<file path="config.mk">
export PLATFORM = sky130hd
export DESIGN_NAME = cv3_mac
export DESIGN_NICKNAME = d
export VERILOG_FILES = /design/src/sv/cv3_pkg.sv /design/src/sv/cv3_mac.sv
export SDC_FILE = /design/constraint.sdc
export NUM_CORES = 2
export LEC_CHECK = 0
export CORE_MARGIN = 1.5
export CORE_UTILIZATION = 60
export DETAILED_ROUTE_END_ITERATION = 8
export DONT_BUFFER_PORTS = 1
export PLACE_DENSITY = 0.78
export SLEW_MARGIN = 20
export SYNTH_ARGS = -nofsm -noshare
export SYNTH_HDL_FRONTEND = slang
export SYNTH_SLANG_ARGS = --single-unit
</file>
<file path="constraint.sdc">
create_clock -name i_clk -period 5.1 [get_ports i_clk]
set_input_delay 0.255 -clock i_clk [delete_from_list [all_inputs] [get_ports i_clk]]
set_output_delay 0.255 -clock i_clk [all_outputs]
set_load 0.05 [all_outputs]
</file>
<file path="src/sv/cv3_pkg.sv">
// Shared types and constants of the 3x3 zero-padded convolution filter.
package cv3_pkg;

    // Configuration port
    localparam int CFG_IDX_BITS  = 3;
    localparam int CFG_DATA_BITS = 24;
    localparam int RAW_W_BITS    = 11;
    localparam int ROW_BITS      = 16;

    typedef enum logic [CFG_IDX_BITS-1:0] {
        CFG_IMAGE_WIDTH   = 3'd0,
        CFG_IMAGE_HEIGHT  = 3'd1,
        CFG_KERNEL_TOP    = 3'd2,
        CFG_KERNEL_MIDDLE = 3'd3,
        CFG_KERNEL_BOTTOM = 3'd4
    } t_cfg_idx;

    // Reset values of the registers
    localparam logic [RAW_W_BITS-1:0]    RST_WIDTH  = 11'd1024;
    localparam logic [ROW_BITS-1:0]      RST_HEIGHT = 16'd1024;
    localparam logic [CFG_DATA_BITS-1:0] RST_K_TOP  = 24'd65280;
    localparam logic [CFG_DATA_BITS-1:0] RST_K_MID  = 24'd16713215;
    localparam logic [CFG_DATA_BITS-1:0] RST_K_BOT  = 24'd65280;

    // Item kinds
    localparam logic REQ_PIXEL = 1'b0;
    localparam logic REQ_FLUSH = 1'b1;

    // Result format and output queue
    localparam int RESULT_BITS   = 20;
    localparam int SLOT_BITS     = 8;
    localparam int FIFO_DEPTH    = 8;
    localparam int FIFO_IDX_BITS = 3;

    // Per-item tag carried down the arithmetic pipeline
    typedef struct packed {
        logic alive;   // an accepted item occupies this stage
        logic res;     // the item yields a result
        logic last;    // result closes the frame
    } t_tag;

    typedef struct packed {
        logic signed [RESULT_BITS-1:0] filtered_value;
        logic                          end_of_frame;
    } t_result;

endpackage

</file>
<file path="src/sv/cv3_mac.sv">
// Three-stage multiply and adder tree over the 3x3 window.
module cv3_mac #(
    parameter int PIXEL_BITS = 8,
    parameter int COEFF_BITS = 8
) (
    input  logic                                        i_clk,
    input  logic                                        i_rst_n,
    input  cv3_pkg::t_tag                               i_tag,
    input  logic [2:0][2:0][PIXEL_BITS-1:0]             i_pix,
    input  logic [2:0][cv3_pkg::CFG_DATA_BITS-1:0]      i_kernel,
    output cv3_pkg::t_tag                               o_tag,
    output logic signed [cv3_pkg::RESULT_BITS-1:0]      o_sum
);
    import cv3_pkg::*;

    localparam int PW = PIXEL_BITS + COEFF_BITS + 1;
    localparam int RW = PW + 2;
    localparam int SW = PW + 4;
    localparam int EW = (SW > RESULT_BITS) ? SW : RESULT_BITS;

    logic signed [PW-1:0] n_prod [3][3];
    logic signed [PW-1:0] r_prod [3][3];
    logic signed [RW-1:0] n_row  [3];
    logic signed [RW-1:0] r_row  [3];
    logic signed [SW-1:0] n_sum;
    logic signed [EW-1:0] sum_ext;
    t_tag                 r_tag_a;
    t_tag                 r_tag_b;
    t_tag                 r_tag_c;
    logic signed [RESULT_BITS-1:0] r_sum;

    // Multiply each tap by its signed coefficient
    always_comb begin
        for (int i = 0; i < 3; i++) begin
            for (int j = 0; j < 3; j++) begin
                n_prod[i][j] = PW'($signed(i_kernel[i][SLOT_BITS*j +: COEFF_BITS]))
                             * PW'($signed({1'b0, i_pix[i][j]}));
            end
        end
    end

    // Sum each kernel row
    always_comb begin
        for (int i = 0; i < 3; i++) begin
            n_row[i] = RW'(r_prod[i][0]) + RW'(r_prod[i][1]) + RW'(r_prod[i][2]);
        end
    end

    // Total, wrapped to the result width
    assign n_sum   = SW'(r_row[0]) + SW'(r_row[1]) + SW'(r_row[2]);
    assign sum_ext = EW'(n_sum);

    always_ff @(posedge i_clk) begin
        r_prod <= n_prod;
        r_row  <= n_row;
        r_sum  <= sum_ext[RESULT_BITS-1:0];
    end

    // Advance the tags alongside the data
    always_ff @(posedge i_clk) begin
        if (!i_rst_n) begin
            r_tag_a <= '0;
            r_tag_b <= '0;
            r_tag_c <= '0;
        end else begin
            r_tag_a <= i_tag;
            r_tag_b <= r_tag_a;
            r_tag_c <= r_tag_b;
        end
    end

    assign o_tag = r_tag_c;
    assign o_sum = r_sum;

endmodule

</file>
==> impl_metrics.json <==
{
  "grt_start_max_net_pins": 18,
  "leakagePower_nw": 15.5,
  "ys_seq_area_share_pct": 16.5,
  "cts_resized": 0,
  "final-hold-violation-count": 0,
  "max_cap_viol_count": 0,
  "synth_edf_count": 0,
  "ant_nets": 0,
  "synth_async_sr_flop_share_pct": 0,
  "final_cells": 3708,
  "cts_tree": "done",
  "worst_slew_pin_slew_ns": 0.632,
  "final_area_sq_um": 30900,
  "finalCritPeriodShare_pct": 79.8,
  "area_growth_pct": 6.88,
  "wl_per_cell_um": 16.1,
  "diodes": 0,
  "startpoint_type": "primary input",
  "vias": 20400,
  "arrival_ns": 4.49,
  "io_buffers": 0,
  "cp.required_ns": 5.52,
  "grt_pass1_vias": 21700,
  "max_freq_mhz": 246,
  "dieWidth_um": 223,
  "die_height_um": 223,
  "numCtsBuffers": 24,
  "end_kind": "flip-flop",
  "clock_path_buffers": 3,
  "synth_nets": 4022,
  "grt_pass1_wl_mm": 103,
  "p_per_area_nw_per_um2": 664,
  "final_net_count": 4087,
  "ys_ff_latch": 239,
  "holdBufCountCts": 44,
  "core_sq_um": 47600,
  "min_period_ns": 4.07,
  "path_clk_slew_ns": 0.07,
  "vdd_drop_max_v": 0.000516,
  "antenna_found_initial": 0,
  "finalSetupViolCount": 0,
  "status": "complete, no violations",
  "dr.pass1.iters": 7,
  "drive_gt1_share_pct": 2.42,
  "cts_setup_buffers": 0,
  "ys_types": 71,
  "finalPower_mw": 20.5,
  "yosys_warnings": 0,
  "rows": 80,
  "synth_cells": 3010,
  "fin_setup_tns_ns": 0,
  "grt_setup_unrepaired": "no",
  "slew_headroom_pct": 57.8,
  "cts_root_buf": "clkbuf_16",
  "initial_core_util_pct": 60.8,
  "cp_max_fo": 8,
  "finalWirelength_mm": 59.6,
  "drc": 0,
  "final_cell_mix": "inv_1 (540), ha_1 (456), fa_1 (407), and2_1 (386), dfxtp_1 (239)",
  "grtUsageTotal_pct": 25.1,
  "h-tree-depth": 1,
  "die-area_sq_um": 49600,
  "min_path_type": "primary input to flip-flop",
  "slew_viol_final": 0,
  "yosys_most_used_dff": "dfxtp_1",
  "rr_worst_depth": 11,
  "critPathKind": "primary input to flip-flop",
  "drt-initial-drc-count": 903,
  "dpl.hpwl_mm": 50.0,
  "grt_overflow_total": 0,
  "dp_cells": 3620,
  "numClockSinks": 239,
  "hold_path_depth": 2,
  "io_pins": 172,
  "netlist_area_sq_um": 29000,
  "finClkSkew_ns": 0.0311,
  "syn_avg_cell_area_sq_um": 9.62,
  "insertion_delay_ns": 0.54,
  "via_per_inst": 5.49,
  "final_common_cell": "inv_1",
  "placed_area_sq_um": 29700,
  "gp_congestion": 0.891
}
registers in the layout, indices dropped and copies added (netlist names):
signal,cells
r_row,57
o_sum,20
r_prod,153
o_tag,3
r_tag_a,3
r_tag_b,3
area by class of cell:
class	count	area, sq um
tap	615	769
clock buffer	29	641
inverter	541	2030
multi-input combinational	2225	22100
timing repair buffer	44	440
clock inverter	15	180
sequential	239	4780
fill	3807	16700
metrics by stage:
stage	setup WS, ns	hold slack [ns]	util (%)
after global routing	0.848	0.00735	64.9
final	1.03	0.0197	64.9
after global placement	0.854	0.381	62.3
after detailed placement	0.788	0.380	62.3
after floorplan	1.05	0.377	-
after CTS	1.06	0.00271	64.9
cells by family after synthesis:
group	after synthesis	synth area share (%)
simple gates	880	16.3
fa+ha+maj	863	47.9
buf+inv	546	7.14
compound gates	323	7.40
flops	239	16.5
xor+xnor	158	4.78
mux	1	0.0346
layer usage:
metal	share of wire (%)	track usage [%]
met1	43	32.7
met3	5.0	3.43
met2	50	44.0
met5	0	0
met4	2.7	6.19
worst max-delay path: stages:
cell	delay (ns)
dlygate4sd3_1	0.55
and2_1	0.14
dlygate4sd3_1	0.55
ha_1	0.20
ha_1	0.29
ha_1	0.20
fa_1	0.41
ha_1	0.23
inv_1	0.08
fa_1	0.21
nor2b_1	0.06
o21a_1	0.17
o21ai_0	0.27
a21oi_1	0.15
a211oi_1	0.41
a21oi_1	0.15
xnor2_1	0.15
final timing paths:
path / endpoint / from / slack (ns)
min: r_prod[121]$_DFF_P_ / i_kernel[10] / 0.02
min reg2reg: o_tag[2]$_SDFF_PN0_ / r_tag_b[2]$_SDFF_PN0_ / 0.44
max reg2reg: r_row[55]$_DFF_P_ / r_prod[103]$_DFF_P_ / 1.99
max: r_prod[152]$_DFF_P_ / i_pix[1] / 1.03
power by group:
| part | leakage, nW | internal, mW | switching (mW) | total (mW) |
|---|---|---|---|---|
| registers | 2.01 | 2.97 | 0.898 | 3.86 |
| clock network | 0.395 | 1.06 | 0.780 | 1.84 |
| logic | 13.1 | 6.71 | 8.12 | 14.8 |
synth_stat cells, types with 4 or more instances:
cell,count,share of area [%]
a21oi_1,98,1.7
o21a_1,34,0.88
nand4_1,5,0.11
o31ai_1,5,0.13
or2_2,11,0.24
nand2_1,180,2.3
o21bai_1,6,0.16
o31a_1,4,0.12
o2111ai_1,5,0.15
nand2b_1,46,0.99
a21o_1,37,0.96
nor2b_1,30,0.65
ha_1,456,20
fa_1,407,28
o21ai_0,54,0.93
xnor2_1,136,4.1
a311oi_1,4,0.12
a31oi_1,7,0.15
nor4_1,6,0.13
o211ai_1,12,0.31
o21ba_2,4,0.14
dfxtp_1,239,17
inv_1,540,7.0
o41ai_1,4,0.12
nor2_1,126,1.6
a211oi_1,11,0.29
nand3_1,26,0.45
xor2_1,22,0.67
and3_1,10,0.22
or3_1,18,0.39
nor3_1,23,0.40
and2_1,386,8.3
Power figures use the tool's default switching activity.
