<file path="src/sv/cv3_pkg.sv">
// Shared types and constants of the 3x3 zero-padded convolution filter.
package cv3_pkg;

    // Configuration port
    localparam int CFG_IDX_BITS  = 3;
    localparam int CFG_DATA_BITS = 24;
    localparam int RAW_W_BITS    = 11;
    localparam int ROW_BITS      = 16;

    typedef enum logic [CFG_IDX_BITS-1:0] {
        CFG_IMAGE_WIDTH   = 3'd0,
        CFG_IMAGE_HEIGHT  = 3'd1,
        CFG_KERNEL_TOP    = 3'd2,
        CFG_KERNEL_MIDDLE = 3'd3,
        CFG_KERNEL_BOTTOM = 3'd4
    } t_cfg_idx;

    // Reset values of the registers
    localparam logic [RAW_W_BITS-1:0]    RST_WIDTH  = 11'd1024;
    localparam logic [ROW_BITS-1:0]      RST_HEIGHT = 16'd1024;
    localparam logic [CFG_DATA_BITS-1:0] RST_K_TOP  = 24'd65280;
    localparam logic [CFG_DATA_BITS-1:0] RST_K_MID  = 24'd16713215;
    localparam logic [CFG_DATA_BITS-1:0] RST_K_BOT  = 24'd65280;

    // Item kinds
    localparam logic REQ_PIXEL = 1'b0;
    localparam logic REQ_FLUSH = 1'b1;

    // Result format and output queue
    localparam int RESULT_BITS   = 20;
    localparam int SLOT_BITS     = 8;
    localparam int FIFO_DEPTH    = 8;
    localparam int FIFO_IDX_BITS = 3;

    // Per-item tag carried down the arithmetic pipeline
    typedef struct packed {
        logic alive;   // an accepted item occupies this stage
        logic res;     // the item yields a result
        logic last;    // result closes the frame
    } t_tag;

    typedef struct packed {
        logic signed [RESULT_BITS-1:0] filtered_value;
        logic                          end_of_frame;
    } t_result;

endpackage

</file>
<file path="src/sv/cv3_fifo.sv">
// Small result queue that decouples the pipeline from the output sink.
module cv3_fifo (
    input  logic             i_clk,
    input  logic             i_rst_n,
    input  logic             i_push,
    input  cv3_pkg::t_result i_data,
    input  logic             i_pop,
    output logic             o_valid,
    output cv3_pkg::t_result o_data
);
    import cv3_pkg::*;

    t_result                  r_mem [FIFO_DEPTH];
    logic [FIFO_IDX_BITS-1:0] r_wr_ptr;
    logic [FIFO_IDX_BITS-1:0] r_rd_ptr;
    logic [FIFO_IDX_BITS:0]   r_count;
    logic [FIFO_IDX_BITS:0]   n_count;

    // Store pushed results
    always_ff @(posedge i_clk) begin
        if (i_push) begin
            r_mem[r_wr_ptr] <= i_data;
        end
    end

    always_comb begin
        n_count = r_count;
        if (i_push && !i_pop) begin
            n_count = r_count + 1'b1;
        end else if (!i_push && i_pop) begin
            n_count = r_count - 1'b1;
        end
    end

    // Advance pointers and occupancy
    always_ff @(posedge i_clk) begin
        if (!i_rst_n) begin
            r_wr_ptr <= '0;
            r_rd_ptr <= '0;
            r_count  <= '0;
        end else begin
            if (i_push) begin
                r_wr_ptr <= r_wr_ptr + 1'b1;
            end
            if (i_pop) begin
                r_rd_ptr <= r_rd_ptr + 1'b1;
            end
            r_count <= n_count;
        end
    end

    assign o_valid = (r_count != '0);
    assign o_data  = r_mem[r_rd_ptr];

endmodule

</file>
<file path="config.mk">
export PLATFORM = sky130hd
export DESIGN_NAME = cv3_fifo
export DESIGN_NICKNAME = d
export VERILOG_FILES = /design/src/sv/cv3_pkg.sv /design/src/sv/cv3_fifo.sv
export SDC_FILE = /design/constraint.sdc
export NUM_CORES = 1
export LEC_CHECK = 0
export BUFFER_PORTS_ARGS = -buffer_cell sky130_fd_sc_hd__buf_4
export CAP_MARGIN = 5
export CORE_MARGIN = 2
export CORE_UTILIZATION = 32
export CTS_CLUSTER_DIAMETER = 40
export DETAILED_ROUTE_END_ITERATION = 6
export GPL_TIMING_DRIVEN = 0
export PLACE_DENSITY = 0.44
export SETUP_SLACK_MARGIN = 0.3
export SLEW_MARGIN = 30
export SYNTH_ARGS = -nofsm -noshare
export SYNTH_HDL_FRONTEND = slang
export SYNTH_SLANG_ARGS = --single-unit
</file>
<file path="constraint.sdc">
create_clock -name i_clk -period 2.85 [get_ports i_clk]
set_input_delay 0.57 -clock i_clk [delete_from_list [all_inputs] [get_ports i_clk]]
set_output_delay 0.57 -clock i_clk [all_outputs]
set_load 0.03 [all_outputs]
</file>
==> impl_metrics.env <==
export IMPL_status="finished, final reports clean"
export IMPL_diodes=0
export IMPL_drv_slew=0
export IMPL_max_stage_delay_ns=0.49
export IMPL_yosysMostFrequentCell="edfxtp_1"
export IMPL_syn_inst=311
export IMPL_core_sq_mm=0.0218
export IMPL_critPathTopFamily="multiplexers"
export IMPL_clock_skew_ns=0.00525
export IMPL_clock_sinks=181
export IMPL_crit_type="flip-flop to output port"
export IMPL_path_clk_slew_ns=0.07
export IMPL_rows=54
export IMPL_grt_max_degree=17
export IMPL_critical_path_required_ns=2.28
export IMPL_grt_pass1_vias=3426
export IMPL_die_y_microns=153
export IMPL_ys_seq_area_share_pct=74.8
export IMPL_synth_fp_nets=342
export IMPL_hold_viol_final=0
export IMPL_cts_inserted_buffers=17
export IMPL_vias=3259
export IMPL_grt_usage_pct=12.7
export IMPL_maxCapViolations=0
export IMPL_p_leak_nw=2.96
export IMPL_max_clock_freq_mhz=375
export IMPL_met2_usage_pct=19.3
export IMPL_dp_cells=647
export IMPL_cts_hold_buf=0
export IMPL_drtIter0Drc=226
export IMPL_p_per_area_mw_per_mm2=681
export IMPL_fillers=1931
export IMPL_routed_wl_mm=14.9
export IMPL_cp_end_kind="output port"
export IMPL_grt_busiest_layer="met2"
export IMPL_synth_cell_types=25
export IMPL_drive_gt1_share_pct=41.4
export IMPL_io_buffers=46
export IMPL_met3_usage_pct=3.18
export IMPL_yosys_top_cells_count="edfxtp_1 (168), mux4_1 (40), mux2_2 (21)"
export IMPL_synth_area_leaders="edfxtp_1 (71%), mux4_1 (15%), dfxtp_1 (3.7%)"
export IMPL_fin_crit_ns=2.67
export IMPL_min_period_over_period_pct=93.6
export IMPL_synth_edf_count=168
export IMPL_grt_overflow_total=0
export IMPL_async_flop_share_pct=0
export IMPL_antenna_found_initial=0
export IMPL_clockRootBuffer="clkbuf_16"
export IMPL_firstDrtPassIters=5
export IMPL_drtAntennaViolNets=0
export IMPL_avgRoutedWirePerCell_microns=21.8
export IMPL_dieArea_sq_mm=0.0234
export IMPL_drc=0
export IMPL_synthFlopType="edfxtp_1"
export IMPL_crit_path_top_delay_cell="mux4_2"
export IMPL_via_per_inst=4.75
export IMPL_yosysWarnings=0
export IMPL_clock_latency_ns=0.41
export IMPL_worst_path_max_fanout=5
export IMPL_synth_seq_cells=181
export IMPL_synth_area_sq_mm=0.00709
export IMPL_cts_htree_levels=4
export IMPL_critPathMostFrequentCell="buf_12"
export IMPL_syn_area_per_cell_sq_um=22.8
export IMPL_dp_hpwl_mm=8.81
export IMPL_cp_start_kind="flip-flop"
export IMPL_start_util_pct=32.5
export IMPL_met1_usage_pct=18.4
export IMPL_die_w_microns=153
export IMPL_clockBufferDepth=2
export IMPL_final_cells=686
export IMPL_cts_tree="built"
export IMPL_worst_pin_slew_ns=0.554
export IMPL_dpl_cell_area_sq_mm=0.00807
export IMPL_ioPinCount=47
export IMPL_yosys_area_top_type="edfxtp_1"
export IMPL_setup_viol=0
export IMPL_syn_to_final_growth_pct=25.4
export IMPL_max_slew_margin_pct=63.0
export IMPL_grt_pass1_wl_mm=21.6
export IMPL_place_congestion=0.661
export IMPL_rsz0062_at_grt="yes"
export IMPL_cp_arrival_ns=2.10
export IMPL_worstPathCellList="buf_12 > buf_12 > buf_16 > mux4_2 > mux2_2 > buf_6"
export IMPL_irDropWorstVdd_v=0.000425
export IMPL_post_route_cell_area_sq_mm=0.00889
export IMPL_yosysTopAreaCellShare_pct=71.1
export IMPL_fin_nets=424
export IMPL_hp_class="primary input to flip-flop"
export IMPL_path_buf_inv=4
final cells by class:
type                            count  area, sq um  share of cell area [%]
Multi-Input combinational cell    114         1710                    19.2
Inverter                            2         7.51                  0.0844
Clock inverter                      7         41.3                   0.464
Timing Repair Buffer               63          785                    8.82
Sequential cell                   181         5310                    59.7
Clock buffer                       25          518                    5.82
Buffer                             14          178                    2.00
Tap cell                          280          350                    3.94
cells in the final DEF (no fill, tap or decap), drive strengths merged, types with 4 or more instances in the layout:
cell type / count
nor2: 7
mux4: 42
nand2b: 4
buf: 65
xnor2: 4
mux2: 21
clkbuf: 37
inv: 5
and2: 7
nand2: 6
dfxtp: 13
mux2i: 4
edfxtp: 168
ha: 5
cells by family after synthesis:
| logic type | after synthesis | synth area share [%] |
|---|---|---|
| DFF | 181 | 74.8 |
| muxes | 67 | 19.4 |
| and+or+nand+nor | 31 | 2.24 |
| buffers and inverters | 16 | 1.38 |
| xor gates and xnor gates | 6 | 0.741 |
| adders and majority gates | 6 | 1.16 |
| AOI/OAI and AO/OA | 4 | 0.335 |
power by group:
part	internal, mW	total, mW	switching, mW	leakage, nW
sequential	2.99	3.02	0.0368	1.63
clock	1.27	2.20	0.938	0.279
combinational	0.435	0.834	0.399	1.05
total	4.69	6.06	1.37	2.96
state kept, by name (all words and copies together), names as in the netlist, named ones only:
signal and count:
r_rd_ptr 3, r_wr_ptr 3, r_count 4, r_mem 168
what timing repair did:
| item | 4_1_cts | 5_1_grt |
|---|---|---|
| setup endpoints to repair | 21 | 21 |
| buffers inserted | 2 | 0 |
| endpoints found under the hold margin | 0 | 0 |
| cloned | 2 | 3 |
| resized for setup | 49 | 50 |
metal layers:
layer	vias up	routed length, microns
li1	1452	-
met1	1742	7400
met2	52	7010
met3	13	371
met4	0	140
met5	-	0
worst reg2reg max path, delay by kind of cell (launching register included):
kind | cells | cell delay (ns)
flops | 1 | 0.35
buf+inv | 2 | 0.42
simple gates | 2 | 0.68
final timing paths:
kind,cells after the start,startpoint,slack [ns],end
hold / removal,1,i_data[12],0.38,r_mem[4][12]$_DFFE_PP_
hold reg to reg,2,r_count[3]$_SDFFE_PN0P_,0.48,r_count[3]$_SDFFE_PN0P_
setup reg to reg,4,r_wr_ptr[2]$_SDFFE_PN0P_,1.08,r_mem[4][4]$_DFFE_PP_
setup / recovery,6,flip-flop,0.18,o_data[4]
per-stage QoR:
stage / util (%) / setup WS (ns) / hold slack [ns] / total power, mW / TNS, ns
2_1_floorplan: - / 0.825 / 0.440 / 3.49 / 0
3_3_place_gp: 35.7 / -0.488 / 0.457 / 3.72 / -59.35
3_5_place_dp: 37.0 / 0.195 / 0.470 / 3.76 / 0
4_1_cts: 40.3 / 0.152 / 0.362 / 6.05 / 0
5_1_grt: 40.8 / 0.118 / 0.365 / 6.30 / 0
6_report: 40.8 / 0.182 / 0.379 / 6.06 / 0
(Power assumes the default switching activity.)
